### config.mk
export PLATFORM = sky130hd
export DESIGN_NAME = haar_synthesis_with_gradient_nudge_flat
export DESIGN_NICKNAME = d
export VERILOG_FILES = /design/src/rtl/hsgn_pkg.sv /design/src/rtl/hsgn_if.sv /design/src/rtl/haar_synthesis_with_gradient_nudge.sv /design/src/rtl/hsgn_nudge.sv /design/src/flat_wrapper.sv
export SDC_FILE = /design/constraint.sdc
export NUM_CORES = 1
export LEC_CHECK = 0
export BUFFER_PORTS_ARGS = -buffer_cell sky130_fd_sc_hd__buf_4
export CAP_MARGIN = 20
export CORE_MARGIN = 4
export CORE_UTILIZATION = 50
export DETAILED_ROUTE_END_ITERATION = 16
export PLACE_DENSITY_LB_ADDON = 0.05
export RECOVER_POWER = 50
export SETUP_SLACK_MARGIN = 0.5
export SLEW_MARGIN = 20
export SYNTH_ARGS = -nofsm -noshare
export SYNTH_HDL_FRONTEND = slang
export SYNTH_SLANG_ARGS = --single-unit
### constraint.sdc
create_clock -name clk -period 19.5 [get_ports clk]
set_input_delay 3.9 -clock clk [delete_from_list [all_inputs] [get_ports clk]]
set_output_delay 3.9 -clock clk [all_outputs]
set_load 0.02 [all_outputs]
### src/rtl/hsgn_pkg.sv
`default_nettype none
package hsgn_pkg;

    localparam int COEF_BITS = 16;
    localparam int PIX_W     = 16;
    localparam int LIM_W     = 14;
    localparam int CFG_IDX_W = 2;
    localparam int CFG_DATA_W = LIM_W;

    // LL after the optional shift, neighbor differences, nudged details, butterfly sums
    localparam int LL_W     = COEF_BITS + 1;
    localparam int DIFF_W   = LL_W + 1;
    localparam int NUDGE_W  = COEF_BITS + 2;
    localparam int ACC_W    = NUDGE_W + 2;

    typedef enum logic [CFG_IDX_W-1:0] {
        REG_LIMIT_H  = 2'd0,
        REG_LIMIT_V  = 2'd1,
        REG_LL_SHIFT = 2'd2
    } cfg_reg_t;

    typedef enum logic [1:0] {
        KIND_FULL    = 2'd0,
        KIND_ODD_COL = 2'd1,
        KIND_ODD_ROW = 2'd2,
        KIND_CORNER  = 2'd3
    } block_kind_t;

    typedef logic signed [COEF_BITS-1:0] coef_t;
    typedef logic signed [PIX_W-1:0]     pix_t;

    typedef struct packed {
        coef_t       ll;
        coef_t       lh;
        coef_t       hl;
        coef_t       hh;
        coef_t       ll_left;
        coef_t       ll_right;
        coef_t       ll_up;
        coef_t       ll_down;
        logic        interior_x;
        logic        interior_y;
        block_kind_t block_kind;
    } quad_t;

    typedef struct packed {
        logic               en;
        logic [LIM_W-1:0]   lim;
    } nudge_ctl_t;

    // Divide by 4 truncating toward zero, then saturate to the pixel range.
    function automatic pix_t div4_sat(input logic signed [ACC_W-1:0] v);
        logic signed [ACC_W:0] bias;
        logic signed [ACC_W:0] t;
        logic signed [ACC_W:0] q;
        pix_t                  r;
        bias = v[ACC_W-1] ? (ACC_W+1)'(3) : '0;
        t    = {v[ACC_W-1], v} + bias;
        q    = t >>> 2;
        if (q[ACC_W:PIX_W-1] != {(ACC_W-PIX_W+2){q[ACC_W]}})
        begin
            r = q[ACC_W] ? {1'b1, {(PIX_W-1){1'b0}}} : {1'b0, {(PIX_W-1){1'b1}}};
        end
        else
        begin
            r = q[PIX_W-1:0];
        end
        return r;
    endfunction

endpackage
`default_nettype wire

### src/rtl/hsgn_if.sv
`default_nettype none
interface hsgn_coef_if;
    import hsgn_pkg::*;

    logic        valid;
    logic        ready;
    coef_t       ll;
    coef_t       lh;
    coef_t       hl;
    coef_t       hh;
    coef_t       ll_left;
    coef_t       ll_right;
    coef_t       ll_up;
    coef_t       ll_down;
    logic        interior_x;
    logic        interior_y;
    logic [1:0]  block_kind;

    modport source (
        output valid, ll, lh, hl, hh, ll_left, ll_right, ll_up, ll_down,
               interior_x, interior_y, block_kind,
        input  ready
    );
    modport sink (
        input  valid, ll, lh, hl, hh, ll_left, ll_right, ll_up, ll_down,
               interior_x, interior_y, block_kind,
        output ready
    );
endinterface

interface hsgn_pix_if;
    import hsgn_pkg::*;

    logic  valid;
    logic  ready;
    pix_t  pix_top_left;
    pix_t  pix_top_right;
    pix_t  pix_bottom_left;
    pix_t  pix_bottom_right;

    modport source (
        output valid, pix_top_left, pix_top_right, pix_bottom_left, pix_bottom_right,
        input  ready
    );
    modport sink (
        input  valid, pix_top_left, pix_top_right, pix_bottom_left, pix_bottom_right,
        output ready
    );
endinterface
`default_nettype wire

### src/rtl/haar_synthesis_with_gradient_nudge.sv
`default_nettype none
// Inverse 2x2 Haar synthesis with gradient-guided nudging of the detail
// coefficients. One quad transaction enters per cycle and one pixel
// transaction leaves per quad via the input and result registers when the
// output is not stalled; nudge and butterfly logic between the two
// registers makes the four pixels. Throughput is one quad per cycle when
// unstalled, set by the single result register; a pixel-side stall still
// lets one more quad into the input register. Configuration (nudge limits,
// LL shift) is written through cfg_we / cfg_index / cfg_wdata; the user
// must write it only while the block is idle, which it does not enforce;
// unknown indexes are ignored. Unproduced pixels of a block kind are zero.
module haar_synthesis_with_gradient_nudge (
    input  wire logic                                clk,
    input  wire logic                                rst_n,
    hsgn_coef_if.sink                                coef,
    hsgn_pix_if.source                               pix,
    input  wire logic                                cfg_we,
    input  wire logic [hsgn_pkg::CFG_IDX_W-1:0]      cfg_index,
    input  wire logic [hsgn_pkg::CFG_DATA_W-1:0]     cfg_wdata
);
    import hsgn_pkg::*;

    // configuration registers
    logic [LIM_W-1:0] limit_h_reg;
    logic [LIM_W-1:0] limit_v_reg;
    logic             ll_shift_reg;

    // input stage
    logic             s1_valid_reg;
    quad_t            s1_quad_reg;

    // result stage
    logic             s2_valid_reg;
    pix_t             tl_reg;
    pix_t             tr_reg;
    pix_t             bl_reg;
    pix_t             br_reg;

    logic             stall;
    logic             s1_load;
    logic             s2_load;

    logic signed [LL_W-1:0]    ll_s;
    logic signed [LL_W-1:0]    left_s;
    logic signed [LL_W-1:0]    right_s;
    logic signed [LL_W-1:0]    up_s;
    logic signed [LL_W-1:0]    down_s;
    nudge_ctl_t                ctl_h;
    nudge_ctl_t                ctl_v;
    logic signed [NUDGE_W-1:0] lh_n;
    logic signed [NUDGE_W-1:0] hl_n;

    logic signed [ACC_W-1:0]   a_ll;
    logic signed [ACC_W-1:0]   a_lh;
    logic signed [ACC_W-1:0]   a_hl;
    logic signed [ACC_W-1:0]   a_hh;
    logic signed [ACC_W-1:0]   s0;
    logic signed [ACC_W-1:0]   s1;
    logic signed [ACC_W-1:0]   d0;
    logic signed [ACC_W-1:0]   d1;
    pix_t                      tl_next;
    pix_t                      tr_next;
    pix_t                      bl_next;
    pix_t                      br_next;

    // Hold everything while a finished result waits; the input stage may
    // still fill if it is empty.
    assign stall      = s2_valid_reg && !pix.ready;
    assign s2_load    = !stall;
    assign s1_load    = !s1_valid_reg || !stall;
    assign coef.ready = s1_load;

    always_ff @(posedge clk or negedge rst_n)
    begin
        if (!rst_n)
        begin
            limit_h_reg  <= '0;
            limit_v_reg  <= '0;
            ll_shift_reg <= 1'b0;
        end
        else if (cfg_we)
        begin
            unique case (cfg_reg_t'(cfg_index))
                REG_LIMIT_H:  limit_h_reg  <= cfg_wdata[LIM_W-1:0];
                REG_LIMIT_V:  limit_v_reg  <= cfg_wdata[LIM_W-1:0];
                REG_LL_SHIFT: ll_shift_reg <= cfg_wdata[0];
                default:      ;
            endcase
        end
    end

    always_ff @(posedge clk or negedge rst_n)
    begin
        if (!rst_n)
        begin
            s1_valid_reg <= 1'b0;
            s2_valid_reg <= 1'b0;
        end
        else
        begin
            if (s1_load)
            begin
                s1_valid_reg <= coef.valid;
            end
            if (s2_load)
            begin
                s2_valid_reg <= s1_valid_reg;
            end
        end
    end

    always_ff @(posedge clk)
    begin
        if (s1_load && coef.valid)
        begin
            s1_quad_reg.ll         <= coef.ll;
            s1_quad_reg.lh         <= coef.lh;
            s1_quad_reg.hl         <= coef.hl;
            s1_quad_reg.hh         <= coef.hh;
            s1_quad_reg.ll_left    <= coef.ll_left;
            s1_quad_reg.ll_right   <= coef.ll_right;
            s1_quad_reg.ll_up      <= coef.ll_up;
            s1_quad_reg.ll_down    <= coef.ll_down;
            s1_quad_reg.interior_x <= coef.interior_x;
            s1_quad_reg.interior_y <= coef.interior_y;
            s1_quad_reg.block_kind <= block_kind_t'(coef.block_kind);
        end
        if (s2_load && s1_valid_reg)
        begin
            tl_reg <= tl_next;
            tr_reg <= tr_next;
            bl_reg <= bl_next;
            br_reg <= br_next;
        end
    end

    // Scale every LL value by the overflow-safety shift.
    always_comb
    begin
        ll_s    = ll_shift_reg ? {s1_quad_reg.ll, 1'b0}       : LL_W'(s1_quad_reg.ll);
        left_s  = ll_shift_reg ? {s1_quad_reg.ll_left, 1'b0}  : LL_W'(s1_quad_reg.ll_left);
        right_s = ll_shift_reg ? {s1_quad_reg.ll_right, 1'b0} : LL_W'(s1_quad_reg.ll_right);
        up_s    = ll_shift_reg ? {s1_quad_reg.ll_up, 1'b0}    : LL_W'(s1_quad_reg.ll_up);
        down_s  = ll_shift_reg ? {s1_quad_reg.ll_down, 1'b0}  : LL_W'(s1_quad_reg.ll_down);

        // Nudge only full quads that are interior, with a nonzero limit.
        ctl_h.en  = (s1_quad_reg.block_kind == KIND_FULL) && s1_quad_reg.interior_x
                    && (limit_h_reg != '0);
        ctl_h.lim = limit_h_reg;
        ctl_v.en  = (s1_quad_reg.block_kind == KIND_FULL) && s1_quad_reg.interior_y
                    && (limit_v_reg != '0);
        ctl_v.lim = limit_v_reg;
    end

    hsgn_nudge u_nudge_h (
        .ctl     (ctl_h),
        .det     (s1_quad_reg.lh),
        .ll_prev (left_s),
        .ll_cur  (ll_s),
        .ll_next (right_s),
        .det_out (lh_n)
    );

    hsgn_nudge u_nudge_v (
        .ctl     (ctl_v),
        .det     (s1_quad_reg.hl),
        .ll_prev (up_s),
        .ll_cur  (ll_s),
        .ll_next (down_s),
        .det_out (hl_n)
    );

    // Butterfly; partial kinds use reduced sums and leave the other pixels zero.
    always_comb
    begin
        a_ll = ACC_W'(ll_s);
        a_lh = ACC_W'(lh_n);
        a_hl = ACC_W'(hl_n);
        a_hh = ACC_W'(s1_quad_reg.hh);
        s0   = a_ll + a_hl;
        s1   = a_ll - a_hl;
        d0   = a_lh + a_hh;
        d1   = a_lh - a_hh;

        tl_next = '0;
        tr_next = '0;
        bl_next = '0;
        br_next = '0;
        unique case (s1_quad_reg.block_kind)
            KIND_FULL:
            begin
                tl_next = div4_sat(s0 + d0);
                tr_next = div4_sat(s0 - d0);
                bl_next = div4_sat(s1 + d1);
                br_next = div4_sat(s1 - d1);
            end
            KIND_ODD_COL:
            begin
                tl_next = div4_sat(s0);
                bl_next = div4_sat(s1);
            end
            KIND_ODD_ROW:
            begin
                tl_next = div4_sat(a_ll + a_lh);
                tr_next = div4_sat(a_ll - a_lh);
            end
            KIND_CORNER:
            begin
                tl_next = div4_sat(a_ll);
            end
            default:
            begin
                tl_next = '0;
            end
        endcase
    end

    assign pix.valid            = s2_valid_reg;
    assign pix.pix_top_left     = tl_reg;
    assign pix.pix_top_right    = tr_reg;
    assign pix.pix_bottom_left  = bl_reg;
    assign pix.pix_bottom_right = br_reg;

`ifndef SYNTHESIS
    // An accepted quad always lands in the input stage.
    a_accept_fills_s1 : assert property (@(posedge clk) disable iff (!rst_n)
        coef.valid && coef.ready |=> s1_valid_reg)
        else $error("accepted quad did not reach the input stage");

    // A held quad advances to the result stage once the output is free.
    a_s1_advances : assert property (@(posedge clk) disable iff (!rst_n)
        s1_valid_reg && !stall |=> pix.valid)
        else $error("quad in input stage did not advance");

    // Back-pressure on the input only when both stages are occupied.
    a_ready_low_full : assert property (@(posedge clk) disable iff (!rst_n)
        !coef.ready |-> s1_valid_reg && pix.valid && !pix.ready)
        else $error("input stalled with a free stage");
`endif

endmodule
`default_nettype wire

### src/rtl/hsgn_nudge.sv
`default_nettype none
module hsgn_nudge (
    input  wire hsgn_pkg::nudge_ctl_t                        ctl,
    input  wire logic signed [hsgn_pkg::COEF_BITS-1:0]       det,
    input  wire logic signed [hsgn_pkg::LL_W-1:0]            ll_prev,
    input  wire logic signed [hsgn_pkg::LL_W-1:0]            ll_cur,
    input  wire logic signed [hsgn_pkg::LL_W-1:0]            ll_next,
    output logic signed [hsgn_pkg::NUDGE_W-1:0]              det_out
);
    import hsgn_pkg::*;

    localparam int LIM8_W = LIM_W + 3;
    localparam int CMP_W  = (DIFF_W > LIM8_W) ? DIFF_W : LIM8_W;
    localparam int RND_W  = DIFF_W + 2;
    localparam int N_W    = DIFF_W + 3;

    localparam logic signed [DIFF_W:0]  RND_HALF  = 4;
    localparam logic signed [RND_W-1:0] RND_TRUNC = 7;

    logic signed [DIFF_W-1:0] step_a;
    logic signed [DIFF_W-1:0] step_b;
    logic [DIFF_W-1:0]        mag_a;
    logic [DIFF_W-1:0]        mag_b;
    logic [LIM8_W-1:0]        lim8;
    logic                     ramp;
    logic signed [DIFF_W-1:0] span;
    logic signed [DIFF_W:0]   span_b;
    logic signed [RND_W-1:0]  span_t;
    logic signed [RND_W-1:0]  target;
    logic signed [LIM_W:0]    lim_s;
    logic signed [N_W-1:0]    delta;
    logic signed [N_W-1:0]    delta_c;
    logic signed [N_W-1:0]    moved;

    always_comb
    begin
        step_a = DIFF_W'(ll_cur) - DIFF_W'(ll_prev);
        step_b = DIFF_W'(ll_next) - DIFF_W'(ll_cur);
        mag_a  = step_a[DIFF_W-1] ? DIFF_W'(-step_a) : DIFF_W'(step_a);
        mag_b  = step_b[DIFF_W-1] ? DIFF_W'(-step_b) : DIFF_W'(step_b);
        lim8   = {ctl.lim, 3'b000};
        ramp   = (step_a != '0) && (step_b != '0)
                 && (step_a[DIFF_W-1] == step_b[DIFF_W-1])
                 && (CMP_W'(mag_a) < CMP_W'(lim8))
                 && (CMP_W'(mag_b) < CMP_W'(lim8));

        // round8 of the outer difference, toward zero after the half bias
        span   = DIFF_W'(ll_prev) - DIFF_W'(ll_next);
        span_b = span + (span[DIFF_W-1] ? -RND_HALF : RND_HALF);
        span_t = span_b + (span_b[DIFF_W] ? RND_TRUNC : RND_W'(0));
        target = span_t >>> 3;

        lim_s  = signed'({1'b0, ctl.lim});
        delta  = target - det;
        if (delta > lim_s)
        begin
            delta_c = N_W'(lim_s);
        end
        else if (delta < -lim_s)
        begin
            delta_c = N_W'(-lim_s);
        end
        else
        begin
            delta_c = delta;
        end

        moved = (ctl.en && ramp) ? (det + delta_c) : N_W'(det);
        det_out = moved[NUDGE_W-1:0];
    end

endmodule
`default_nettype wire
### src/flat_wrapper.sv
// flat-port wrapper written by rule: the top's interface ports become plain ports
module haar_synthesis_with_gradient_nudge_flat import hsgn_pkg::*;
  (clk, rst_n, cfg_we, cfg_index, cfg_wdata, coef_valid, coef_ll, coef_lh, coef_hl, coef_hh, coef_ll_left, coef_ll_right, coef_ll_up, coef_ll_down, coef_interior_x, coef_interior_y, coef_block_kind, coef_ready, pix_valid, pix_pix_top_left, pix_pix_top_right, pix_pix_bottom_left, pix_pix_bottom_right, pix_ready);
  hsgn_coef_if coef_i ();
  hsgn_pix_if pix_i ();
  input  wire logic clk;
  input  wire logic rst_n;
  input  wire logic cfg_we;
  input  wire logic [hsgn_pkg::CFG_IDX_W-1:0] cfg_index;
  input  wire logic [hsgn_pkg::CFG_DATA_W-1:0] cfg_wdata;
  input wire logic [$bits(coef_i.valid)-1:0] coef_valid;
  input wire logic [$bits(coef_i.ll)-1:0] coef_ll;
  input wire logic [$bits(coef_i.lh)-1:0] coef_lh;
  input wire logic [$bits(coef_i.hl)-1:0] coef_hl;
  input wire logic [$bits(coef_i.hh)-1:0] coef_hh;
  input wire logic [$bits(coef_i.ll_left)-1:0] coef_ll_left;
  input wire logic [$bits(coef_i.ll_right)-1:0] coef_ll_right;
  input wire logic [$bits(coef_i.ll_up)-1:0] coef_ll_up;
  input wire logic [$bits(coef_i.ll_down)-1:0] coef_ll_down;
  input wire logic [$bits(coef_i.interior_x)-1:0] coef_interior_x;
  input wire logic [$bits(coef_i.interior_y)-1:0] coef_interior_y;
  input wire logic [$bits(coef_i.block_kind)-1:0] coef_block_kind;
  output wire logic [$bits(coef_i.ready)-1:0] coef_ready;
  output wire logic [$bits(pix_i.valid)-1:0] pix_valid;
  output wire logic [$bits(pix_i.pix_top_left)-1:0] pix_pix_top_left;
  output wire logic [$bits(pix_i.pix_top_right)-1:0] pix_pix_top_right;
  output wire logic [$bits(pix_i.pix_bottom_left)-1:0] pix_pix_bottom_left;
  output wire logic [$bits(pix_i.pix_bottom_right)-1:0] pix_pix_bottom_right;
  input wire logic [$bits(pix_i.ready)-1:0] pix_ready;
  assign coef_i.valid = coef_valid;
  assign coef_i.ll = coef_ll;
  assign coef_i.lh = coef_lh;
  assign coef_i.hl = coef_hl;
  assign coef_i.hh = coef_hh;
  assign coef_i.ll_left = coef_ll_left;
  assign coef_i.ll_right = coef_ll_right;
  assign coef_i.ll_up = coef_ll_up;
  assign coef_i.ll_down = coef_ll_down;
  assign coef_i.interior_x = coef_interior_x;
  assign coef_i.interior_y = coef_interior_y;
  assign coef_i.block_kind = coef_block_kind;
  assign coef_ready = coef_i.ready;
  assign pix_valid = pix_i.valid;
  assign pix_pix_top_left = pix_i.pix_top_left;
  assign pix_pix_top_right = pix_i.pix_top_right;
  assign pix_pix_bottom_left = pix_i.pix_bottom_left;
  assign pix_pix_bottom_right = pix_i.pix_bottom_right;
  assign pix_i.ready = pix_ready;
  haar_synthesis_with_gradient_nudge u_core (.clk(clk), .rst_n(rst_n), .coef(coef_i), .pix(pix_i), .cfg_we(cfg_we), .cfg_index(cfg_index), .cfg_wdata(cfg_wdata));
endmodule
==> metrics <==
mux cell area share after synthesis=under 10%; die width=around 280 µm; setup_tns=0 ns; area share of and/or/nand/nor cells after synthesis=about 18%; yosys warns=0; CP max stage cell=dfrtp_4; antenna violations before repair=2; Worst Tran Pin Value=2.80 ns; Avg Synthesized Cell Area=about 8.0 µm²; CP startpoint kind=flop; clk_lat worst skew=0.61 ns; reg-to-reg critical path endpoint=u_core.pix.pix_top_left[15]; Sink Count=227; EDFF count, synth=between 150 and 200; Max stage delay on crit path=0.57 ns; worst path arrival time=17.97 ns; WL per Instance=approximately 21 µm; Top Ports=roughly 220; Final nets=5479; hold path start=u_core.s1_valid_reg; period utilisation layout=roughly 90%; syn nets=between 5000 and 6000; worst path bufs/invs=6; Area Growth Syn to Fin=10.9%; Final ANT Viol Nets=0; max FFs per register=116; most common cell after layout, fill and taps aside=ha_1; CTS Hold Bufs=0; WHS Path Cells=1; core area=approximately 73000 µm²; Data required, critical path=19.83 ns; DRT iter0 DRCs=2537; Cell Area, Synth=between 30000 and 40000 µm²; FF-to-FF Start=u_core.ll_shift_reg; max-cap violations=3; DR pass1 iterations=6; FILL cells=approximately 7000; FF-to-FF setup slack=about 1.9 ns; Relative slew margins=-86.9%; delay-heaviest family, CP=compound AO/OA/AOI/OAI gates; Num CTS Buffers=28; GRT overflow=0; post-synth cell types=between 100 and 150; hold endpoint=u_core.pix.valid; Post-synth top flop=edfxtp_1; CP startpoint=u_core.ll_shift_reg; die area=around 78000 µm²; Reg2Reg Depth=71; Setup CP Type=reg -> reg; Post-Synth Adder-Cell Area=18.5%; Final Skew=between 0.02 and 0.03 ns; vias in the first global route=32000; Crit path top cell by count=a21oi_1; FF+latch area=between 6000 and 7000 µm²; Slew Limit Fails=99; fraction of registers with async set/reset=13.7%; Overall Global Routing Usage=29.6%; root buf cell=clkbuf_16; Routability Congestion=around 1; number of diodes=0; htree depth=1; Synth Area in Compound Gates=approximately 24%; multi-input logic area=roughly 28000 µm²; CTS tree=built; Setup-failing EPs final=0; register area share after synthesis=a little under a fifth; fmax=between 0.05 and 0.06 GHz; first-pass GRT wire length=183000 µm; total wire length=roughly 120000 µm; status=finished, violations left; I/O Buffers=between 200 and 250; most frequent cells in the layout=506 x ha_1, 445 x inv_1, 366 x nor2_1; register clock-pin slew on the reported worst setup and hold paths=about 0.070 ns; vias after detailed routing=34700; Hold/Removal Path Class=reg -> reg; starting density of the core=~51%; CP Capture Type=flop; # rows=99; largest net degree at the start of global routing=70; drt drc=0; Final Hold Viols=0; RSZ-0062 raised after global routing=true; dpl hpwl=101000 µm; layout cells sized above 1=between 10% and 20%; CTS max path bufs=3; Mapped Cells=between 4000 and 5000; failing checks=max-capacitance violations, max-slew violations; die height=roughly 280 µm; largest family of logic cells by synthesized area=compound AO/OA/AOI/OAI gates; Yosys reg bits=roughly 230; XOR/XNOR Fraction of Synth Area=11.1%; min Tclk post-route=between 15 and 20 ns; CP max FO=12; vias per cell=about 6
[through the flow]
step	hold WS, ns	instance area [µm²]	setup WS, ns	util, %	instances
finish	0.491	41000	1.86	56.1	5779
global route	0.525	41000	0.415	56.1	5779
CTS	0.493	40700	0.592	55.7	5766
detailed placement	0.472	39700	0.697	54.4	5714
global placement	0.475	39700	0.979	54.4	5714
floorplan	0.449	37000	2.05	-	4612
[worst register-to-register path, delay by kind of cell, from the launching register on]
kind / cells / cell delay [ns]
multiplexers: 3 / 1.01
flip-flops: 1 / 0.57
buffers and inverters: 6 / 1.10
XOR/XNOR: 3 / 0.59
AND/OR/NAND/NOR: 15 / 3.11
adder cells (fa/ha/maj): 9 / 3.43
AO/OA/AOI/OAI: 35 / 7.52
[layer usage]
| metal | up-vias | wire (µm) | global-route usage, % |
|---|---|---|---|
| li1 | 17200 | - | - |
| met1 | 16300 | 54200 | 39.8 |
| met2 | 1082 | 55400 | 49.5 |
| met3 | 183 | 6820 | 2.94 |
| met4 | 0 | 5620 | 11.3 |
| met5 | - | 0 | 0 |
[worst max path at each step]
stage / endpoint / slack (ns) / cells after the start
after floorplan: u_core.pix.pix_bottom_right[0] / 2.05 / 79
after global placement: u_core.pix.pix_bottom_left[2] / 0.98 / 71
after detailed placement: u_core.pix.pix_bottom_left[2] / 0.70 / 71
after CTS: u_core.pix.pix_bottom_left[2] / 0.59 / 71
after global routing: u_core.pix.pix_top_left[15] / 0.42 / 72
final: u_core.pix.pix_top_left[15] / 1.86 / 71
[cell type report]
cell class                 instances  area share (%)
timing repair buffer             283            5.20
clock inverter                    20           0.424
tap                              959            2.92
clock buffer                      32            1.83
sequential                       227            16.2
inverter                         449            4.11
multi-input combinational       3809            69.3
[cells by family (layout without fill, tap and decap cells)]
group	count (synthesis)	count (layout)
and+or+nand+nor	1296	1296
buffers and inverters	576	784
adders and majority gates	538	538
AOI/OAI and AO/OA	1358	1358
DFF	227	227
muxes	149	149
xor gates and xnor gates	468	468
[cells in the mapped netlist (63+ instances only)]
cell      count  area [µm²]
ha_1        508        6360
inv_1       445        1670
nor2_1      367        1380
a21oi_1     357        1790
xnor2_1     326        2860
o21ai_0     276        1380
nand2_1     244         916
edfxtp_1    196        5890
xor2_1      141        1230
nor3_1      119         596
a21o_1      112         841
clkbuf_1    104         390
nand3_1      98         490
mux2i_1      93         931
nor2b_1      80         500
o21bai_1     78         586
o21a_1       72         541
nand2b_1     63         394
[timing repair]
action	in CTS	in global routing
setup buffers	0	12
endpoints found under the setup margin	0	64
gates resized for setup	0	52
Power is left out: the tool's default activity adds up to more than one toggle a clock period on the data nets, which glitch-free logic cannot reach.
